===== config.mk =====
export PLATFORM = sky130hd
export DESIGN_NAME = cron_schedule_matcher_flat
export DESIGN_NICKNAME = d
export VERILOG_FILES = /design/src/rtl/cronm_pkg.sv /design/src/rtl/cron_schedule_matcher_if.sv /design/src/rtl/cronm_ctrl.sv /design/src/rtl/cronm_dp.sv /design/src/rtl/cron_schedule_matcher.sv /design/src/flat_wrapper.sv
export VERILOG_INCLUDE_DIRS = /design/src /design/src/rtl
export SDC_FILE = /design/constraint.sdc
export NUM_CORES = 2
export LEC_CHECK = 0
export BUFFER_PORTS_ARGS = -buffer_cell sky130_fd_sc_hd__buf_2
export CAP_MARGIN = 10
export CORE_ASPECT_RATIO = 0.5
export CORE_MARGIN = 2
export CORE_UTILIZATION = 40
export DETAILED_ROUTE_END_ITERATION = 7
export SYNTH_ARGS = -nofsm -noshare
export SYNTH_HDL_FRONTEND = slang
export SYNTH_SLANG_ARGS = --single-unit
export TNS_END_PERCENT = 10

===== constraint.sdc =====
create_clock -name clk -period 9.1 [get_ports clk]
set_input_delay 2.73 -clock clk [delete_from_list [all_inputs] [get_ports clk]]
set_output_delay 2.73 -clock clk [all_outputs]
set_load 0.005 [all_outputs]

===== src/rtl/cron_schedule_matcher_macros.svh =====
`ifndef CRON_SCHEDULE_MATCHER_MACROS_SVH
`define CRON_SCHEDULE_MATCHER_MACROS_SVH

// same-cycle implication, checked outside reset
`define CRONM_ASSERT_NOW(label, clk, rst, ante, cons) \
  label: assert property (@(posedge clk) disable iff (rst) (ante) |-> (cons)) \
    else $error("cron matcher check failed");

// next-cycle implication, checked outside reset
`define CRONM_ASSERT_NEXT(label, clk, rst, ante, cons) \
  label: assert property (@(posedge clk) disable iff (rst) (ante) |=> (cons)) \
    else $error("cron matcher check failed");

`endif


===== src/rtl/cronm_pkg.sv =====
package cronm_pkg;

  localparam int ENTRIES_DEF = 16;

  localparam int MIN_BITS  = 60;
  localparam int HOUR_BITS = 24;
  localparam int DAY_BITS  = 32;
  localparam int MON_BITS  = 12;
  localparam int DOW_BITS  = 7;

  localparam int SLOT_W  = 4;
  localparam int TOTAL_W = 5;

  typedef enum logic [1:0] {
    KIND_WRITE = 2'd0,
    KIND_CLEAR = 2'd1,
    KIND_TICK  = 2'd2
  } kind_t;

  // controller to datapath
  typedef struct packed {
    logic take;     // request accepted this cycle
    logic step;     // evaluate current entry and advance
    logic finish;   // load closing result
  } cmd_t;

  // datapath to controller
  typedef struct packed {
    logic is_tick;
    logic hit;
    logic pend_valid;
    logic out_busy;
    logic scan_end;
  } status_t;

endpackage


===== src/rtl/cron_schedule_matcher_if.sv =====
interface cronm_req_if;
  logic        valid;
  logic        ready;
  logic [1:0]  kind;
  logic [3:0]  slot;
  logic [59:0] minute_mask;
  logic [23:0] hour_mask;
  logic [31:0] day_mask;
  logic [11:0] month_mask;
  logic [6:0]  weekday_mask;
  logic [5:0]  minute;
  logic [4:0]  hour;
  logic [4:0]  day_of_month;
  logic [3:0]  month;
  logic [2:0]  weekday;

  modport source (
    output valid, kind, slot, minute_mask, hour_mask, day_mask, month_mask,
           weekday_mask, minute, hour, day_of_month, month, weekday,
    input  ready
  );
  modport sink (
    input  valid, kind, slot, minute_mask, hour_mask, day_mask, month_mask,
           weekday_mask, minute, hour, day_of_month, month, weekday,
    output ready
  );
endinterface

interface cronm_rsp_if;
  logic       valid;
  logic       ready;
  logic [3:0] matched_slot;
  logic       matched;
  logic       last;
  logic [4:0] match_total;

  modport source (
    output valid, matched_slot, matched, last, match_total,
    input  ready
  );
  modport sink (
    input  valid, matched_slot, matched, last, match_total,
    output ready
  );
endinterface


===== src/rtl/cronm_ctrl.sv =====
module cronm_ctrl (
  input  logic               clk,
  input  logic               rst,
  input  logic               req_valid,
  output logic               req_ready,
  input  cronm_pkg::status_t st,
  output cronm_pkg::cmd_t    cmd
);

  typedef enum logic [2:0] {
    ST_IDLE = 3'b001,
    ST_SCAN = 3'b010,
    ST_FIN  = 3'b100
  } state_t;

  state_t state;
  state_t state_next;
  logic   stall;

  // a second hit cannot push out the held one while the result register is full
  assign stall = st.hit && st.pend_valid && st.out_busy;

  always_comb begin
    state_next = state;
    req_ready  = 1'b0;
    cmd        = '0;
    case (state)
      ST_IDLE: begin
        req_ready = 1'b1;
        if (req_valid) begin
          cmd.take = 1'b1;
          if (st.is_tick) begin
            state_next = ST_SCAN;
          end
        end
      end
      ST_SCAN: begin
        if (!stall) begin
          cmd.step = 1'b1;
          if (st.scan_end) begin
            state_next = ST_FIN;
          end
        end
      end
      ST_FIN: begin
        if (!st.out_busy) begin
          cmd.finish = 1'b1;
          state_next = ST_IDLE;
        end
      end
      default: begin
        state_next = ST_IDLE;
      end
    endcase
  end

  always_ff @(posedge clk) begin
    if (rst) begin
      state <= ST_IDLE;
    end else begin
      state <= state_next;
    end
  end

endmodule


===== src/rtl/cronm_dp.sv =====
module cronm_dp #(
  parameter int ENTRIES = cronm_pkg::ENTRIES_DEF
) (
  input  logic                              clk,
  input  logic                              rst,
  input  cronm_pkg::cmd_t                   cmd,
  output cronm_pkg::status_t                st,
  input  logic                              cfg_we,
  input  logic                              cfg_wdata,
  input  logic [1:0]                        kind,
  input  logic [cronm_pkg::SLOT_W-1:0]      slot,
  input  logic [cronm_pkg::MIN_BITS-1:0]    minute_mask,
  input  logic [cronm_pkg::HOUR_BITS-1:0]   hour_mask,
  input  logic [cronm_pkg::DAY_BITS-1:0]    day_mask,
  input  logic [cronm_pkg::MON_BITS-1:0]    month_mask,
  input  logic [cronm_pkg::DOW_BITS-1:0]    weekday_mask,
  input  logic [5:0]                        minute,
  input  logic [4:0]                        hour,
  input  logic [4:0]                        day_of_month,
  input  logic [3:0]                        month,
  input  logic [2:0]                        weekday,
  output logic                              out_valid,
  input  logic                              out_ready,
  output logic [cronm_pkg::SLOT_W-1:0]      matched_slot,
  output logic                              matched,
  output logic                              last,
  output logic [cronm_pkg::TOTAL_W-1:0]     match_total
);

  localparam int IDX_W  = (ENTRIES > 1) ? $clog2(ENTRIES) : 1;
  localparam int WIDE_W = cronm_pkg::SLOT_W + IDX_W;

  // entry storage, no reset on the masks
  logic [cronm_pkg::MIN_BITS-1:0]  min_mem [ENTRIES];
  logic [cronm_pkg::HOUR_BITS-1:0] hour_mem [ENTRIES];
  logic [cronm_pkg::DAY_BITS-1:0]  day_mem [ENTRIES];
  logic [cronm_pkg::MON_BITS-1:0]  mon_mem [ENTRIES];
  logic [cronm_pkg::DOW_BITS-1:0]  dow_mem [ENTRIES];
  logic [ENTRIES-1:0]              entry_valid;

  logic service_enabled;

  // latched tick time
  logic [5:0] t_min;
  logic [4:0] t_hour;
  logic [4:0] t_day;
  logic [3:0] t_mon;
  logic [2:0] t_dow;

  // scan state
  logic [IDX_W-1:0]                  scan_idx;
  logic [cronm_pkg::TOTAL_W-1:0]     count;
  logic                              pend_valid;
  logic [cronm_pkg::SLOT_W-1:0]      pend_slot;

  logic [WIDE_W-1:0] slot_wide;
  logic              slot_ok;
  logic [IDX_W-1:0]  wr_idx;
  logic              day_r;
  logic              dow_r;
  logic [cronm_pkg::DAY_BITS-1:0] day_fixed;
  logic [cronm_pkg::DOW_BITS-1:0] dow_fixed;
  logic              min_hit;
  logic              hour_hit;
  logic              mon_hit;
  logic              day_hit;
  logic              dow_hit;
  logic              load;
  logic [cronm_pkg::SLOT_W-1:0]  load_slot;
  logic                          load_matched;
  logic                          load_last;
  logic [cronm_pkg::TOTAL_W-1:0] load_total;

  assign slot_wide = WIDE_W'(slot);
  assign slot_ok   = slot_wide < WIDE_W'(ENTRIES);
  assign wr_idx    = slot_wide[IDX_W-1:0];

  // day/weekday fix: a restricted field wins over an unrestricted one
  assign day_r = (day_mask != '0) && (day_mask != '1);
  assign dow_r = (weekday_mask != '0) && (weekday_mask != '1);
  assign day_fixed = (dow_r && !day_r) ? '0 : day_mask;
  assign dow_fixed = (day_r && !dow_r) ? '0 : weekday_mask;

  // out-of-range time bits never match
  assign min_hit  = (t_min < 6'(cronm_pkg::MIN_BITS)) && min_mem[scan_idx][t_min];
  assign hour_hit = (t_hour < 5'(cronm_pkg::HOUR_BITS)) && hour_mem[scan_idx][t_hour];
  assign mon_hit  = (t_mon < 4'(cronm_pkg::MON_BITS)) && mon_mem[scan_idx][t_mon];
  assign day_hit  = day_mem[scan_idx][t_day];
  assign dow_hit  = (t_dow < 3'(cronm_pkg::DOW_BITS)) && dow_mem[scan_idx][t_dow];

  assign st.is_tick    = kind == cronm_pkg::KIND_TICK;
  assign st.hit        = service_enabled && entry_valid[scan_idx] && min_hit && hour_hit &&
                         mon_hit && (day_hit || dow_hit);
  assign st.pend_valid = pend_valid;
  assign st.out_busy   = out_valid && !out_ready;
  assign st.scan_end   = scan_idx == IDX_W'(ENTRIES - 1);

  // result load: held hit out on a newer hit or as the close; else an empty close
  always_comb begin
    load         = 1'b0;
    load_slot    = pend_slot;
    load_matched = 1'b1;
    load_last    = 1'b0;
    load_total   = '0;
    if (cmd.step && st.hit && pend_valid) begin
      load = 1'b1;
    end else if (cmd.finish) begin
      load = 1'b1;
      load_last = 1'b1;
      if (pend_valid) begin
        load_total = count;
      end else begin
        load_slot    = '0;
        load_matched = 1'b0;
      end
    end
  end

  always_ff @(posedge clk) begin
    if (cmd.take && slot_ok && kind == cronm_pkg::KIND_WRITE) begin
      min_mem[wr_idx]  <= minute_mask;
      hour_mem[wr_idx] <= hour_mask;
      day_mem[wr_idx]  <= day_fixed;
      mon_mem[wr_idx]  <= month_mask;
      dow_mem[wr_idx]  <= dow_fixed;
    end
    if (cmd.take && st.is_tick) begin
      t_min  <= minute;
      t_hour <= hour;
      t_day  <= day_of_month;
      t_mon  <= month;
      t_dow  <= weekday;
    end
    if (cmd.step && st.hit) begin
      pend_slot <= cronm_pkg::SLOT_W'(scan_idx);
    end
    if (load) begin
      matched_slot <= load_slot;
      matched      <= load_matched;
      last         <= load_last;
      match_total  <= load_total;
    end
  end

  always_ff @(posedge clk) begin
    if (rst) begin
      entry_valid     <= '0;
      service_enabled <= 1'b0;
      scan_idx        <= '0;
      count           <= '0;
      pend_valid      <= 1'b0;
      out_valid       <= 1'b0;
    end else begin
      if (cfg_we) begin
        service_enabled <= cfg_wdata;
      end
      if (cmd.take && slot_ok) begin
        if (kind == cronm_pkg::KIND_WRITE) begin
          entry_valid[wr_idx] <= 1'b1;
        end else if (kind == cronm_pkg::KIND_CLEAR) begin
          entry_valid[wr_idx] <= 1'b0;
        end
      end
      if (cmd.take && st.is_tick) begin
        scan_idx   <= '0;
        count      <= '0;
        pend_valid <= 1'b0;
      end
      if (cmd.step) begin
        scan_idx <= scan_idx + 1'b1;
        if (st.hit) begin
          pend_valid <= 1'b1;
          count      <= count + 1'b1;
        end
      end
      if (cmd.finish) begin
        pend_valid <= 1'b0;
      end
      if (load) begin
        out_valid <= 1'b1;
      end else if (out_ready) begin
        out_valid <= 1'b0;
      end
    end
  end

endmodule


===== src/rtl/cron_schedule_matcher.sv =====
// channel  | dir | contents
// ---------+-----+--------------------------------------------------------
// req      | in  | write entry, clear slot or minute tick with its fields
// rsp      | out | matched slot, matched, last, match_total per result
// cfg      | in  | cfg_we / cfg_wdata set service_enabled
//
// write and clear leave the controller idle; the next request is taken the cycle after
// a tick goes through accept, one scan step per table entry, then close
// the entry scan runs one slot per cycle over the register table while not stalled
// rst is synchronous and clears the valid bits, the controller and the output valid
// a full result register stalls the scan only when a new hit must push out the held one

`include "cron_schedule_matcher_macros.svh"

module cron_schedule_matcher #(
  parameter int ENTRIES = cronm_pkg::ENTRIES_DEF
) (
  input  logic         clk,
  input  logic         rst,
  cronm_req_if.sink    req,
  cronm_rsp_if.source  rsp,
  input  logic         cfg_we,
  input  logic         cfg_wdata
);

  cronm_pkg::cmd_t    cmd;
  cronm_pkg::status_t st;

  // sequencer: idle, scan, close
  cronm_ctrl u_ctrl (
    .clk       (clk),
    .rst       (rst),
    .req_valid (req.valid),
    .req_ready (req.ready),
    .st        (st),
    .cmd       (cmd)
  );

  // entry table, tick time, held hit and result register
  cronm_dp #(
    .ENTRIES (ENTRIES)
  ) u_dp (
    .clk          (clk),
    .rst          (rst),
    .cmd          (cmd),
    .st           (st),
    .cfg_we       (cfg_we),
    .cfg_wdata    (cfg_wdata),
    .kind         (req.kind),
    .slot         (req.slot),
    .minute_mask  (req.minute_mask),
    .hour_mask    (req.hour_mask),
    .day_mask     (req.day_mask),
    .month_mask   (req.month_mask),
    .weekday_mask (req.weekday_mask),
    .minute       (req.minute),
    .hour         (req.hour),
    .day_of_month (req.day_of_month),
    .month        (req.month),
    .weekday      (req.weekday),
    .out_valid    (rsp.valid),
    .out_ready    (rsp.ready),
    .matched_slot (rsp.matched_slot),
    .matched      (rsp.matched),
    .last         (rsp.last),
    .match_total  (rsp.match_total)
  );

  // the total rides only on the closing result
  `CRONM_ASSERT_NOW(a_total_on_last, clk, rst, rsp.valid && rsp.match_total != 5'd0, rsp.last)
  // an empty result is the single closing one and names slot zero
  `CRONM_ASSERT_NOW(a_empty_result, clk, rst, rsp.valid && !rsp.matched,
                    rsp.last && rsp.matched_slot == 4'd0 && rsp.match_total == 5'd0)
  // a closing hit reports at least one match
  `CRONM_ASSERT_NOW(a_hit_total, clk, rst, rsp.valid && rsp.last && rsp.matched,
                    rsp.match_total != 5'd0)
  // a tick holds off further requests while the table is scanned
  `CRONM_ASSERT_NEXT(a_tick_busy, clk, rst,
                     req.valid && req.ready && req.kind == cronm_pkg::KIND_TICK, !req.ready)

endmodule

===== src/flat_wrapper.sv =====
// flat-port wrapper written by rule: the top's interface ports become plain ports
module cron_schedule_matcher_flat 
#(
  parameter int ENTRIES = cronm_pkg::ENTRIES_DEF
)
  (clk, rst, cfg_we, cfg_wdata, req_valid, req_kind, req_slot, req_minute_mask, req_hour_mask, req_day_mask, req_month_mask, req_weekday_mask, req_minute, req_hour, req_day_of_month, req_month, req_weekday, req_ready, rsp_valid, rsp_matched_slot, rsp_matched, rsp_last, rsp_match_total, rsp_ready);
  cronm_req_if req_i ();
  cronm_rsp_if rsp_i ();
  input  logic clk;
  input  logic rst;
  input  logic cfg_we;
  input  logic cfg_wdata;
  input wire logic [$bits(req_i.valid)-1:0] req_valid;
  input wire logic [$bits(req_i.kind)-1:0] req_kind;
  input wire logic [$bits(req_i.slot)-1:0] req_slot;
  input wire logic [$bits(req_i.minute_mask)-1:0] req_minute_mask;
  input wire logic [$bits(req_i.hour_mask)-1:0] req_hour_mask;
  input wire logic [$bits(req_i.day_mask)-1:0] req_day_mask;
  input wire logic [$bits(req_i.month_mask)-1:0] req_month_mask;
  input wire logic [$bits(req_i.weekday_mask)-1:0] req_weekday_mask;
  input wire logic [$bits(req_i.minute)-1:0] req_minute;
  input wire logic [$bits(req_i.hour)-1:0] req_hour;
  input wire logic [$bits(req_i.day_of_month)-1:0] req_day_of_month;
  input wire logic [$bits(req_i.month)-1:0] req_month;
  input wire logic [$bits(req_i.weekday)-1:0] req_weekday;
  output wire logic [$bits(req_i.ready)-1:0] req_ready;
  output wire logic [$bits(rsp_i.valid)-1:0] rsp_valid;
  output wire logic [$bits(rsp_i.matched_slot)-1:0] rsp_matched_slot;
  output wire logic [$bits(rsp_i.matched)-1:0] rsp_matched;
  output wire logic [$bits(rsp_i.last)-1:0] rsp_last;
  output wire logic [$bits(rsp_i.match_total)-1:0] rsp_match_total;
  input wire logic [$bits(rsp_i.ready)-1:0] rsp_ready;
  assign req_i.valid = req_valid;
  assign req_i.kind = req_kind;
  assign req_i.slot = req_slot;
  assign req_i.minute_mask = req_minute_mask;
  assign req_i.hour_mask = req_hour_mask;
  assign req_i.day_mask = req_day_mask;
  assign req_i.month_mask = req_month_mask;
  assign req_i.weekday_mask = req_weekday_mask;
  assign req_i.minute = req_minute;
  assign req_i.hour = req_hour;
  assign req_i.day_of_month = req_day_of_month;
  assign req_i.month = req_month;
  assign req_i.weekday = req_weekday;
  assign req_ready = req_i.ready;
  assign rsp_valid = rsp_i.valid;
  assign rsp_matched_slot = rsp_i.matched_slot;
  assign rsp_matched = rsp_i.matched;
  assign rsp_last = rsp_i.last;
  assign rsp_match_total = rsp_i.match_total;
  assign rsp_i.ready = rsp_ready;
  cron_schedule_matcher #(.ENTRIES(ENTRIES)) u_core (.clk(clk), .rst(rst), .req(req_i), .rsp(rsp_i), .cfg_we(cfg_we), .cfg_wdata(cfg_wdata));
endmodule

==> flow_metrics.tcl <==
set metrics [dict create \
    cts_tree "yes" \
    fp-row-count 120 \
    grt_usage_pct 19.24 \
    crit_arrival_ns 6.30 \
    timing.rr.end "u_core.u_dp.matched_slot[3]" \
    worstPathRequired_ns 9.57 \
    clock-sinks 2233 \
    powerDensity_mw_per_mm2 204.2 \
    synth-main-ff-cell "edfxtp_1" \
    num_io_pins 183 \
    ant_nets 0 \
    utilization_pct 45.12 \
    port_buffers 182 \
    layout-drive-gt1-share_pct 26.13 \
    post-route-period-util_pct 64.07 \
    peakVddDrop_v 0.0001476 \
    synth_edf_count 2198 \
    postLayoutCellArea_sq_mm 0.09701 \
    p_leak_nw 29.21 \
    worstMarginPinSlew_ns 1.223 \
    initial_core_util_pct 40.41 \
    dp_slack_ns 3.208 \
    grt_pass1_wl_microns 309000 \
    synth_cells 3947 \
    grt_pass1_vias 42630 \
    antenna_found_initial 39 \
    hold_viol 0 \
    ys_async_sr_fraction_pct 0 \
    syn_area_per_cell_sq_um 22.01 \
    numCtsBuffers 208 \
    cts-hold-fix-buffers 0 \
    clock-root-buffer "clkbuf_16" \
    core-area_sq_mm 0.2150 \
    dp_hpwl_microns 118000 \
    grt_overflow_total 0 \
    routedWlPerCell_microns 29.82 \
    clock.fmax_ghz 0.1715 \
    min_period_ns 5.831 \
    max-slew-margin-rel_pct 18.30 \
    grt_max_degree 101 \
    hold_depth 2 \
    rr_worst_depth 12 \
    clk_pin_slew_ns 0.06 \
    yosys_warnings 0 \
    ys_types 86 \
    totalWireLength_microns 216700 \
    area_delta_synth_final_pct 11.65 \
    r2r_slack_ns 3.27 \
    setup_slack_ns 3.269 \
    placed_area_sq_mm 0.09080 \
    synth_area_sq_mm 0.08688 \
    die_w_microns 663.1 \
    ys_ff_latch 2233 \
    drtIter0Drc 4762 \
    cts_resized 0 \
    vias 41860 \
    status "complete, no violations" \
    hold_ws_ns 0.4769 \
    critPathKind "flip-flop to flip-flop" \
    setup_viol 0 \
    clkLatencyLatePin_ns 0.85 \
    synth_nets 4119 \
    endpoint_kind "flip-flop" \
    dieArea_sq_mm 0.2212 \
    post_cts_buffers 0 \
    htreeDepth 4 \
    grt_setup_unrepaired "false" \
    finalNetCount 4406 \
    startpoint_type "flip-flop" \
    hold_class "flip-flop to flip-flop" \
    clock_path_buffers 4 \
    die_y_microns 333.6 \
    slew_violations 0 \
    gp_congestion 0.7807 \
    firstDrtPassIters 6 \
    routed_via_density 5.761 \
    drcViolationCount 0 \
    maxCapViolCount 0 \
    fin_skew_ns 0.05750 \
    cp_max_fo 38 \
    ys_seq_area_share_pct 76.77 \
]
==> cells in the final DEF (no fill, tap or decap), types with 11 or more instances in the layout <==
cell       instances
a211oi_1          23
a21oi_1           53
a221oi_1          16
a22oi_1           84
and2_1            21
and3_1            11
buf_12            12
buf_2            182
buf_4             81
clkbuf_1          55
clkbuf_16        210
clkinv_1          41
clkinv_2          40
dfxtp_1           31
diode_2           12
edfxtp_1        2198
inv_1             12
mux2_2            39
mux2i_1          168
mux4_2           513
nand2_1          103
nand2b_1          25
nand3_1           29
nand4_1           25
nor2_1            70
nor2b_1           68
nor3_1            13
nor4_1            19
o21ai_0           34
o221ai_1          12
o22ai_1           12
or2_2             15
==> metal layers <==
layer,wire [microns],vias up,GRT usage [%]
li1,-,17280,-
met1,90770,22600,26.64
met2,104900,1574,31.40
met3,14900,394,3.562
met4,6044,8,5.402
met5,60,-,0
==> worst max-delay path by stage <==
stage,start,to,slack (ns),cells after the start
3_5_place_dp,flip-flop,u_core.u_dp.matched_slot[1],3.21,10
6_report,flip-flop,u_core.u_dp.matched_slot[3],3.27,12
2_1_floorplan,req_kind[0],u_core.u_dp.day_mem[10][0],-0.40,3
3_3_place_gp,flip-flop,u_core.u_dp.matched_slot[0],3.34,10
5_1_grt,flip-flop,u_core.u_dp.matched_slot[3],2.87,12
4_1_cts,flip-flop,u_core.u_dp.matched_slot[1],3.17,10
==> sequential cells by signal (all words and copies together) (netlist names), 6 cells and up, named ones only <==
register              flops
u_core.u_dp.min_mem     960
u_core.u_dp.day_mem     512
u_core.u_dp.hour_mem    384
u_core.u_dp.mon_mem     192
u_core.u_dp.dow_mem     112
u_core.u_dp.t_min         6
==> layout make-up <==
| cell class | instances | area, sq um |
|---|---|---|
| Sequential cell | 2233 | 66720 |
| Inverter | 27 | 176.4 |
| Tap cell | 2867 | 3587 |
| Antenna cell | 12 | 30.03 |
| Fill cell | 17880 | 118000 |
| Clock buffer | 266 | 5475 |
| Multi-Input combinational cell | 1489 | 18580 |
| Clock inverter | 96 | 684.4 |
| Timing Repair Buffer | 275 | 1759 |
==> power by group <==
part / switching, W / internal (W) / total, W
sequential: 0.0000164 / 0.0113 / 0.0113
combinational: 0.000255 / 0.0000782 / 0.000334
clock: 0.00365 / 0.00448 / 0.00813
total: 0.00392 / 0.0159 / 0.0198
==> cells by family (layout without fill, tap and decap cells) <==
kind of cell | count (synthesis) | after routing | share of synthesized area, %
and+or+nand+nor | 436 | 436 | 2.615
other | 0 | 12 | 0
AOI/OAI and AO/OA | 322 | 322 | 2.704
buffers and inverters | 225 | 664 | 1.905
xor gates and xnor gates | 1 | 1 | 0.01008
DFF | 2233 | 2233 | 76.77
adders and majority gates | 2 | 2 | 0.02880
muxes | 728 | 728 | 15.96
==> synthesized netlist by cell type, types with 9 or more instances <==
cell      count  share of area [%]
a211oi_1     23               0.20
a21oi_1      53               0.31
a221oi_1     16               0.16
a22oi_1      84               0.73
a311oi_1      9              0.091
and2_1       21               0.15
and3_1       11              0.079
buf_1        10              0.043
buf_12        9               0.21
buf_2        54               0.31
buf_4        33               0.29
buf_6        46               0.60
buf_8        11               0.19
clkbuf_1     34               0.15
dfxtp_1      35               0.81
edfxtp_1   2198                 76
inv_1        22              0.095
mux2_2       39               0.51
mux2i_1     168                1.9
mux4_2      513                 13
nand2_1     103               0.44
nand2b_1     25               0.18
nand3_1      29               0.17
nand4_1      25               0.18
nor2_1       77               0.33
nor2b_1      69               0.50
nor3_1       13              0.075
nor4_1       19               0.14
o21ai_0      35               0.20
o221ai_1     12               0.12
o22ai_1      12              0.086
or2_2        15               0.11
==> through the flow <==
step	TNS, ns	power [W]	std cells
floorplan	-315.58	0.01169	3947
global placement	0	0.01189	6889
detailed placement	0	0.01190	6889
CTS	0	0.01996	7251
global route	0	0.02037	7259
finish	0	0.01981	7265
==> worst max-delay path: stages (launching register included) <==
cell and delay (ns):
dfxtp_4 0.85, buf_4 0.64, buf_4 0.59, mux4_2 0.31
mux2i_1 0.06, a22oi_1 0.27, nor4bb_1 0.39, a21oi_1 0.13
a311o_1 0.38, o31ai_2 0.65, o2111ai_2 0.37, or2_1 0.38
nand2b_1 0.40
Power figures use the tool's default switching activity.
